## config.mk

```make
export PLATFORM = sky130hd
export DESIGN_NAME = int64_arith_unit
export DESIGN_NICKNAME = d
export VERILOG_FILES = /design/src/rtl/i64au_pkg.sv /design/src/rtl/i64au_adder.sv /design/src/rtl/int64_arith_unit.sv
export SDC_FILE = /design/constraint.sdc
export NUM_CORES = 1
export LEC_CHECK = 0
export ABC_AREA = 1
export BUFFER_PORTS_ARGS = -buffer_cell sky130_fd_sc_hd__buf_2
export CORE_ASPECT_RATIO = 1.1
export CORE_MARGIN = 5
export CORE_UTILIZATION = 43
export DETAILED_ROUTE_END_ITERATION = 8
export SLEW_MARGIN = 25
export SYNTH_ARGS = -nofsm -noshare
export SYNTH_HDL_FRONTEND = slang
export SYNTH_HIERARCHICAL = 1
export SYNTH_SLANG_ARGS = --single-unit
```

## constraint.sdc

```tcl
create_clock -name clock -period 12.4 [get_ports clock]
set_clock_uncertainty 0.05 [all_clocks]
set_input_delay 2.48 -clock clock [delete_from_list [all_inputs] [get_ports clock]]
set_output_delay 2.48 -clock clock [all_outputs]
set_load 0.005 [all_outputs]
```

## src/rtl/i64au_pkg.sv

```systemverilog
// ----------------------------------------------------------------------------
// i64au_pkg
// Shared types and codes of the 64-bit integer arithmetic unit.
// ----------------------------------------------------------------------------
package i64au_pkg;

   localparam int unsigned DataWidth  = 64;
   localparam int unsigned ActWidth   = 3;
   localparam int unsigned OrderWidth = 2;

   typedef enum logic [ActWidth-1:0] {
      ACT_ADD = 3'd0,
      ACT_SUB = 3'd1,
      ACT_NEG = 3'd2,
      ACT_CMP = 3'd3,
      ACT_SHR = 3'd4,
      ACT_MUL = 3'd5
   } action_type;

   localparam logic [OrderWidth-1:0] ORD_EQ = 2'd0;
   localparam logic [OrderWidth-1:0] ORD_LT = 2'd1;
   localparam logic [OrderWidth-1:0] ORD_GT = 2'd2;

   // operands presented to the shared adder
   typedef struct packed {
      logic [DataWidth-1:0] x;
      logic [DataWidth-1:0] y;
      logic                 cin;
   } add_req_type;

   typedef struct packed {
      logic [DataWidth-1:0] sum;
      logic                 cout;
   } add_rsp_type;

endpackage

```

## src/rtl/i64au_adder.sv

```systemverilog
// ----------------------------------------------------------------------------
// i64au_adder
// Shared 64-bit adder with carry in and carry out, used by add, subtract, negate, compare and multiply.
// ----------------------------------------------------------------------------
module i64au_adder
   import i64au_pkg::*;
(
   input  add_req_type add_req,
   output add_rsp_type add_rsp
);

   logic [DataWidth:0] total;

   assign total = {1'b0, add_req.x} + {1'b0, add_req.y}
                + {{DataWidth{1'b0}}, add_req.cin};

   assign add_rsp.sum  = total[DataWidth-1:0];
   assign add_rsp.cout = total[DataWidth];

endmodule

```

## src/rtl/int64_arith_unit.sv

```systemverilog
// ----------------------------------------------------------------------------
// int64_arith_unit
// Unsigned 64-bit arithmetic unit: add, subtract, negate, compare, shift
// right by one and shift-and-add multiply over one shared adder.
// ----------------------------------------------------------------------------
// Add, subtract, negate, compare and shift pass from idle through S_CALC,
// which registers the result; multiply steps through S_MUL, one multiplier
// bit per cycle, until the shifted operand_b is zero, then registers it.
// The unit takes no new item while busy, until the last result is registered.
// The receiver cannot stall; each result shows for one cycle.
// Synchronous active-high reset returns the unit to idle with no strobe.
// ----------------------------------------------------------------------------
module int64_arith_unit
   import i64au_pkg::*;
(
   input  logic                  clock,
   input  logic                  reset,
   input  logic                  start,
   output logic                  busy,
   input  logic [ActWidth-1:0]   req_action,
   input  logic [DataWidth-1:0]  req_operand_a,
   input  logic [DataWidth-1:0]  req_operand_b,
   output logic                  rsp_strobe,
   output logic [DataWidth-1:0]  rsp_value,
   output logic                  rsp_flag,
   output logic [OrderWidth-1:0] rsp_order
);

   typedef enum logic [1:0] {
      S_IDLE,
      S_CALC,
      S_MUL
   } state_type;

   state_type            state_ff;
   action_type           act_ff;
   logic [DataWidth-1:0] a_ff;
   logic [DataWidth-1:0] b_ff;
   logic [DataWidth-1:0] acc_ff;
   logic                 ovf_ff;
   logic                 rsp_strobe_ff;
   logic [DataWidth-1:0] rsp_value_ff;
   logic                 rsp_flag_ff;
   logic [OrderWidth-1:0] rsp_order_ff;

   logic [DataWidth-1:0] calc_value_in;
   logic                 calc_flag_in;
   logic [OrderWidth-1:0] calc_order_in;

   add_req_type add_req;
   add_rsp_type add_rsp;

   logic accept;

   assign busy   = (state_ff != S_IDLE);
   assign accept = start && !busy;

   i64au_adder u_adder (
      .add_req (add_req),
      .add_rsp (add_rsp)
   );

   // adder operand selection
   always_comb begin
      add_req = '{x: a_ff, y: b_ff, cin: 1'b0};
      if (state_ff == S_MUL) begin
         add_req = '{x: acc_ff, y: a_ff, cin: 1'b0};
      end else begin
         unique case (act_ff)
            ACT_SUB, ACT_CMP: add_req = '{x: a_ff, y: ~b_ff, cin: 1'b1};
            ACT_NEG:          add_req = '{x: ~a_ff, y: '0, cin: 1'b1};
            default:          add_req = '{x: a_ff, y: b_ff, cin: 1'b0};
         endcase
      end
   end

   // single-pass actions
   always_comb begin
      calc_value_in = '0;
      calc_flag_in  = 1'b0;
      calc_order_in = ORD_EQ;
      unique case (act_ff)
         ACT_ADD: begin
            calc_value_in = add_rsp.sum;
            calc_flag_in  = add_rsp.cout;
         end
         ACT_SUB: begin
            calc_value_in = add_rsp.sum;
            calc_flag_in  = !add_rsp.cout;
         end
         ACT_NEG: begin
            calc_value_in = add_rsp.sum;
         end
         ACT_CMP: begin
            // no carry out of a - b means a borrow, so a < b
            priority if (!add_rsp.cout) begin
               calc_order_in = ORD_LT;
            end else if (add_rsp.sum == '0) begin
               calc_order_in = ORD_EQ;
            end else begin
               calc_order_in = ORD_GT;
            end
         end
         ACT_SHR: begin
            calc_value_in = a_ff >> 1;
         end
         default: begin
            calc_value_in = '0;
         end
      endcase
   end

   always_ff @(posedge clock) begin
      if (reset) begin
         state_ff      <= S_IDLE;
         rsp_strobe_ff <= 1'b0;
      end else begin
         unique case (state_ff)
            S_IDLE: begin
               rsp_strobe_ff <= 1'b0;
               if (accept) begin
                  act_ff <= action_type'(req_action);
                  a_ff   <= req_operand_a;
                  b_ff   <= req_operand_b;
                  acc_ff <= '0;
                  ovf_ff <= 1'b0;
                  state_ff <= (action_type'(req_action) == ACT_MUL) ? S_MUL : S_CALC;
               end
            end
            S_CALC: begin
               rsp_value_ff  <= calc_value_in;
               rsp_flag_ff   <= calc_flag_in;
               rsp_order_ff  <= calc_order_in;
               rsp_strobe_ff <= 1'b1;
               state_ff      <= S_IDLE;
            end
            S_MUL: begin
               if (b_ff == '0) begin
                  rsp_value_ff  <= acc_ff;
                  rsp_flag_ff   <= ovf_ff;
                  rsp_order_ff  <= ORD_EQ;
                  rsp_strobe_ff <= 1'b1;
                  state_ff      <= S_IDLE;
               end else begin
                  rsp_strobe_ff <= 1'b0;
                  if (b_ff[0]) begin
                     acc_ff <= add_rsp.sum;
                     ovf_ff <= ovf_ff | add_rsp.cout;
                  end
                  // multiplicand bits past bit 63 drop out silently
                  a_ff <= {a_ff[DataWidth-2:0], 1'b0};
                  b_ff <= b_ff >> 1;
               end
            end
            default: begin
               rsp_strobe_ff <= 1'b0;
               state_ff      <= S_IDLE;
            end
         endcase
      end
   end

   assign rsp_strobe = rsp_strobe_ff;
   assign rsp_value  = rsp_value_ff;
   assign rsp_flag   = rsp_flag_ff;
   assign rsp_order  = rsp_order_ff;

`ifndef SYNTH
   a_accept_busy: assert property (@(posedge clock) disable iff (reset)
      accept |=> busy)
      else $error("unit not busy after start transfer");

   a_single_strobe: assert property (@(posedge clock) disable iff (reset)
      rsp_strobe |=> !rsp_strobe)
      else $error("result strobe held for more than one cycle");

   a_strobe_after_busy: assert property (@(posedge clock) disable iff (reset)
      rsp_strobe |-> $past(busy))
      else $error("result strobe without work in progress");

   a_order_alone: assert property (@(posedge clock) disable iff (reset)
      (rsp_strobe && rsp_order != ORD_EQ) |-> (rsp_value == '0 && !rsp_flag))
      else $error("compare result carries value or flag");

   a_mul_shift: assert property (@(posedge clock) disable iff (reset)
      (state_ff == S_MUL && b_ff != '0) |=> (b_ff == ($past(b_ff) >> 1)))
      else $error("multiplier did not advance one bit");
`endif

endmodule

```

Yosys cells after proc, flatten, opt, wreduce, memory -nomap -nowiden

Index checks and enable logic that the tools add are counted.

Bitwise gates (word level): 4
$add $sub $neg: 2
Shift operators: 0
Order comparisons: 0
Eq/ne operators: 11
Mux-type cells: 32
Div/mod/pow operators: 0
Multiply operators: 0
Reduce and logical (&&, ||, !) cells: 17

Operators by type and width:

| operator                                                         | number |
|---|---|
| 64-bit case mux with 2 select lines                              | 5 |
| 64-bit two-way mux                                               | 8 |
| 129-bit case mux with 2 select lines                             | 1 |
| 129-bit two-way mux                                              | 1 |
| 64-bit zero test                                                 | 2 |
| 64-bit inverter                                                  | 2 |
| 64-bit by 64-bit adder with 65-bit output                        | 1 |
| 65-bit by 1-bit adder with 65-bit output                         | 1 |
| 2-bit two-way mux                                                | 6 |
| 1-bit case mux with 2 select lines                               | 4 |
| 2-bit case mux with 2 select lines                               | 2 |
| 3-bit by 2-bit == test with 1-bit output (second input constant) | 2 |
| 3-bit == test (second input constant)                            | 2 |
| 2-bit inequality test (second input constant)                    | 3 |
| 3-bit AND reduction                                              | 2 |
| 2-bit nonzero test                                               | 3 |
| 1-bit two-way mux                                                | 5 |
| 5-bit AND reduction                                              | 1 |
| 4-bit AND reduction                                              | 1 |
| 3-bit by 1-bit == test with 1-bit output (second input constant) | 1 |
| 3-bit zero test                                                  | 1 |
| 3-bit OR reduction                                               | 1 |
| 2-bit by 1-bit == test with 1-bit output (second input constant) | 1 |
| 2-bit == test (second input constant)                            | 1 |
| other kinds (8)                                                  | 9 |

Memories: 0
Latch bits: 0
Input port bits: 134
Register bits: 266
Bits in writable memories: 0
Memory bits (read-only): 0
Logic and storage cells: 76

Longest topological paths before layout

Word-level depth: 11
Depth in mapped cells: 28
Gate-level depth less buffers: 24

By module

Netlist, hierarchy kept.

Modules (own cells, without submodules):

| module           | times used | cells an instance | area an instance (um^2) | seq. area each (um^2) |
|---|---|---|---|---|
| int64_arith_unit | 1          | 1721              | 14542.7                 | 7957.6 |
| i64au_adder      | 1          | 1295              | 5909.4                  | 0.0 |

Least setup slack after synthesis

OpenSTA, ideal clock, no wires.

Path type: input port to flip-flop
Start: input port reset
End: register rsp_flag_ff (netlist: rsp_flag) (enable)
Slack: 4.268 ns
Arrival: 7.488 ns
Stages: 2
Required time: 11.756 ns
Setup time: 0.594 ns
Cells stage by stage: nor2_1 a21boi_0

Longest elaborated chain between the ends: 2

RTL lines:

| element                              | RTL line                | text |
|---|---|---|
| from (decl)                          | int64_arith_unit.sv:17  | `input logic reset,` |
| 1-bit inverter (no source line)      | --                      |  |
| 3-bit AND reduction (no source line) | --                      |  |
| to (signal assigned)                 | int64_arith_unit.sv:132 | `rsp_flag_ff <= calc_flag_in;` |
| to (signal assigned)                 | int64_arith_unit.sv:140 | `rsp_flag_ff <= ovf_ff;` |
| to (decl)                            | int64_arith_unit.sv:43  | `logic rsp_flag_ff;` |

No other way between the ends.
A chain may end at the register's enable or synchronous reset.

==> results_dict.tcl <==
set metrics [dict create \
    status "finished clean" \
    slew-limit-headroom_pct 40.9 \
    die_area_mm2 0.0520 \
    finalSetupViolations 0 \
    first_pass_iters 5 \
    r2r_slack_ns 6.75 \
    gp_congestion 0.953 \
    wl_per_cell_um 17.6 \
    ctsResizeCount 0 \
    hold_violations 0 \
    grt_pass1_vias 18500 \
    synth_common_cells "1156 x nand2_1, 544 x inv_1, 263 x edfxtp_1, 216 x nor2_1, 184 x o21ai_0" \
    synth_area_leaders "edfxtp_1 39%, nand2_1 21%, inv_1 10%, o21ai_0 4.5%, xor2_1 4.1%" \
    std_cell_rows 83 \
    vias_per_cell 4.99 \
    ys_seq_area_share_pct 38.9 \
    maxCapViolations 0 \
    drive_gt1_share_pct 9.58 \
    period_share_pct 45.5 \
    cts_tree "built" \
    finalPower_mw 5.89 \
    vias 19100 \
    clock_sinks 266 \
    clk_latency_ns 0.58 \
    post_dp_cell_area_mm2 0.0219 \
    pin_count 203 \
    antenna_found_initial 0 \
    hold_path.class "register to register" \
    port_buffers 202 \
    synth_top_area_cell "edfxtp_1" \
    antenna_left 0 \
    cts-root-buf "clkbuf_16" \
    rsz0062_at_grt "false" \
    p_leak_nw 12.1 \
    hpwl_um 50900 \
    diodes 0 \
    synth-seq-cells 266 \
    synth_area_mm2 0.0205 \
    numCtsBuffers 30 \
    clkTransAtPathRegs_ns 0.06 \
    drt_iter0_drc 1585 \
    yosys_most_used_dff "edfxtp_1" \
    yosys_warnings 6 \
    areaGrowthSynthToFinish_pct 11.8 \
    die_x_um 218 \
    wl_um 67300 \
    ir_worst_vdd_uv 162 \
    synth_top_area_share_pct 38.6 \
    initial_utilization_pct 43.7 \
    setup_ws_ns 6.75 \
    crit_required_ns 12.68 \
    synthCells 3016 \
    fmax_mhz 177 \
    grtUsageTotal_pct 25.3 \
    yosysMostFrequentCell "nand2_1" \
    synth_edf_count 263 \
    dp_slack_ns 6.62 \
    die_h_um 239 \
    min_period_ns 5.65 \
    postSynthAreaPerCell_um2 6.78 \
    cts_setup_buffers 0 \
    place_inst 3768 \
    power.density_mw_per_mm2 258 \
    gr-total-overflow 0 \
    worstSetupPathType "register to register" \
    hold_buffers 0 \
    tightestPinTransition_ns 0.886 \
    finalMaxSlewViolations 0 \
    instances_no_fill 3822 \
    grt_max_degree 147 \
    postSynthNetCount 3218 \
    grt_pass1_wl_um 105000 \
    ctsHtreeMaxLevel 1 \
    cp_max_fo 117 \
    core_mm2 0.0468 \
    cts.path.max_buffers 3 \
    cp_data_arrival_time_ns 5.93 \
    ys_async_sr_fraction_pct 0 \
    fin_tns_setup_ns 0 \
    critPathCaptureType "register" \
    final_nets 3365 \
    drc_errors 0 \
    synth_cell_types 44 \
    cp-start-kind "register" \
    final_area_mm2 0.0229 \
]
[flip-flops by register name, summed over array words and instances (netlist names), 2 cells and up]
name and cells:
a_ff 64, acc_ff 64, act_ff 3, b_ff 64, rsp_order 2, rsp_value 64
state_ff 2
[cell families (layout without fill, tap and decap cells)]
| group | count (synthesis) | after routing | synth area share, % |
|---|---|---|---|
| buffers and inverters | 652 | 821 | 12.9 |
| XOR/XNOR | 96 | 96 | 4.11 |
| adder cells (fa/ha/maj) | 68 | 68 | 4.23 |
| flip-flops | 266 | 266 | 38.9 |
| AND/OR/NAND/NOR | 1548 | 1548 | 30.1 |
| AO/OA/AOI/OAI | 386 | 386 | 9.73 |
[placed cells by master (no fill, tap or decap), drive strengths merged]
cell and count:
a21oi 53, buf 217, nor3 16, dfxtp 3, a21boi 1, o21ai 305, o21bai 4, xor2 95
nand3 107, clkbuf 39, nor2 229, xnor2 1, o22ai 17, fa 2, nand2 1169, o21a 1
nand3b 1, nor4 13, nand4 12, clkinvlp 1, clkinv 12, and2 1, o41ai 1, o211ai 1
inv 548, a211oi 2, edfxtp 263, bufinv 4, a21o 1, ha 66
[path summary, 6_finish.rpt]
path,startpoint,end,depth (start not counted)
setup reg to reg,state_ff[0],rsp_order[1],23
hold / removal,acc_ff[32],rsp_value[32],2
hold reg to reg,acc_ff[32],rsp_value[32],2
setup / recovery,state_ff[0],rsp_order[1],23
[critical path, cell delays in order, from the launching register on]
cell and delay, ns:
dfxtp_1 0.36, inv_1 0.10, ha_4 0.39, inv_8 0.54, buf_4 0.74, o21ai_0 0.19
o21ai_0 0.24, ha_1 0.31, nand2_1 0.17, inv_1 0.06, nand2_1 0.06, nand2_1 0.09
a21oi_1 0.12, nand2_1 0.17, nand2_1 0.10, nand2_1 0.14, nand2_1 0.16, nand2_1 0.07
nand2_1 0.06, nand2_1 0.09, nor4_1 0.47, nand4_1 0.36, nor2_1 0.19, a21oi_1 0.08
[power by group]
part,internal [mW],switching [mW]
clock network,0.537,0.375
logic,1.03,2.51
registers,1.34,0.109
[routing by layer]
metal / global-route usage [%] / routed length (um) / up-vias
li1: - / - / 9691
met1: 36.3 / 31600 / 8746
met2: 41.3 / 30700 / 549
met3: 3.13 / 3730 / 72
met4: 5.44 / 1300 / 0
met5: 0 / 0 / -
[layout make-up]
| class | count | area, um^2 |
|---|---|---|
| multi-input cells | 2098 | 9890 |
| flip-flops and latches | 266 | 7960 |
| inverters | 550 | 2080 |
| repair buffers | 217 | 1160 |
| fillers | 4978 | 24000 |
| clock buffers | 39 | 806 |
| clock inverters | 15 | 176 |
| well taps | 637 | 797 |
[through the flow]
step | utilization (%) | hold slack (ns)
floorplan | - | 0.427
global placement | 46.6 | 0.448
detailed placement | 46.7 | 0.476
CTS | 48.8 | 0.491
global route | 48.8 | 0.508
finish | 48.8 | 0.491
No activity file was read; power rests on OpenSTA's default activity.
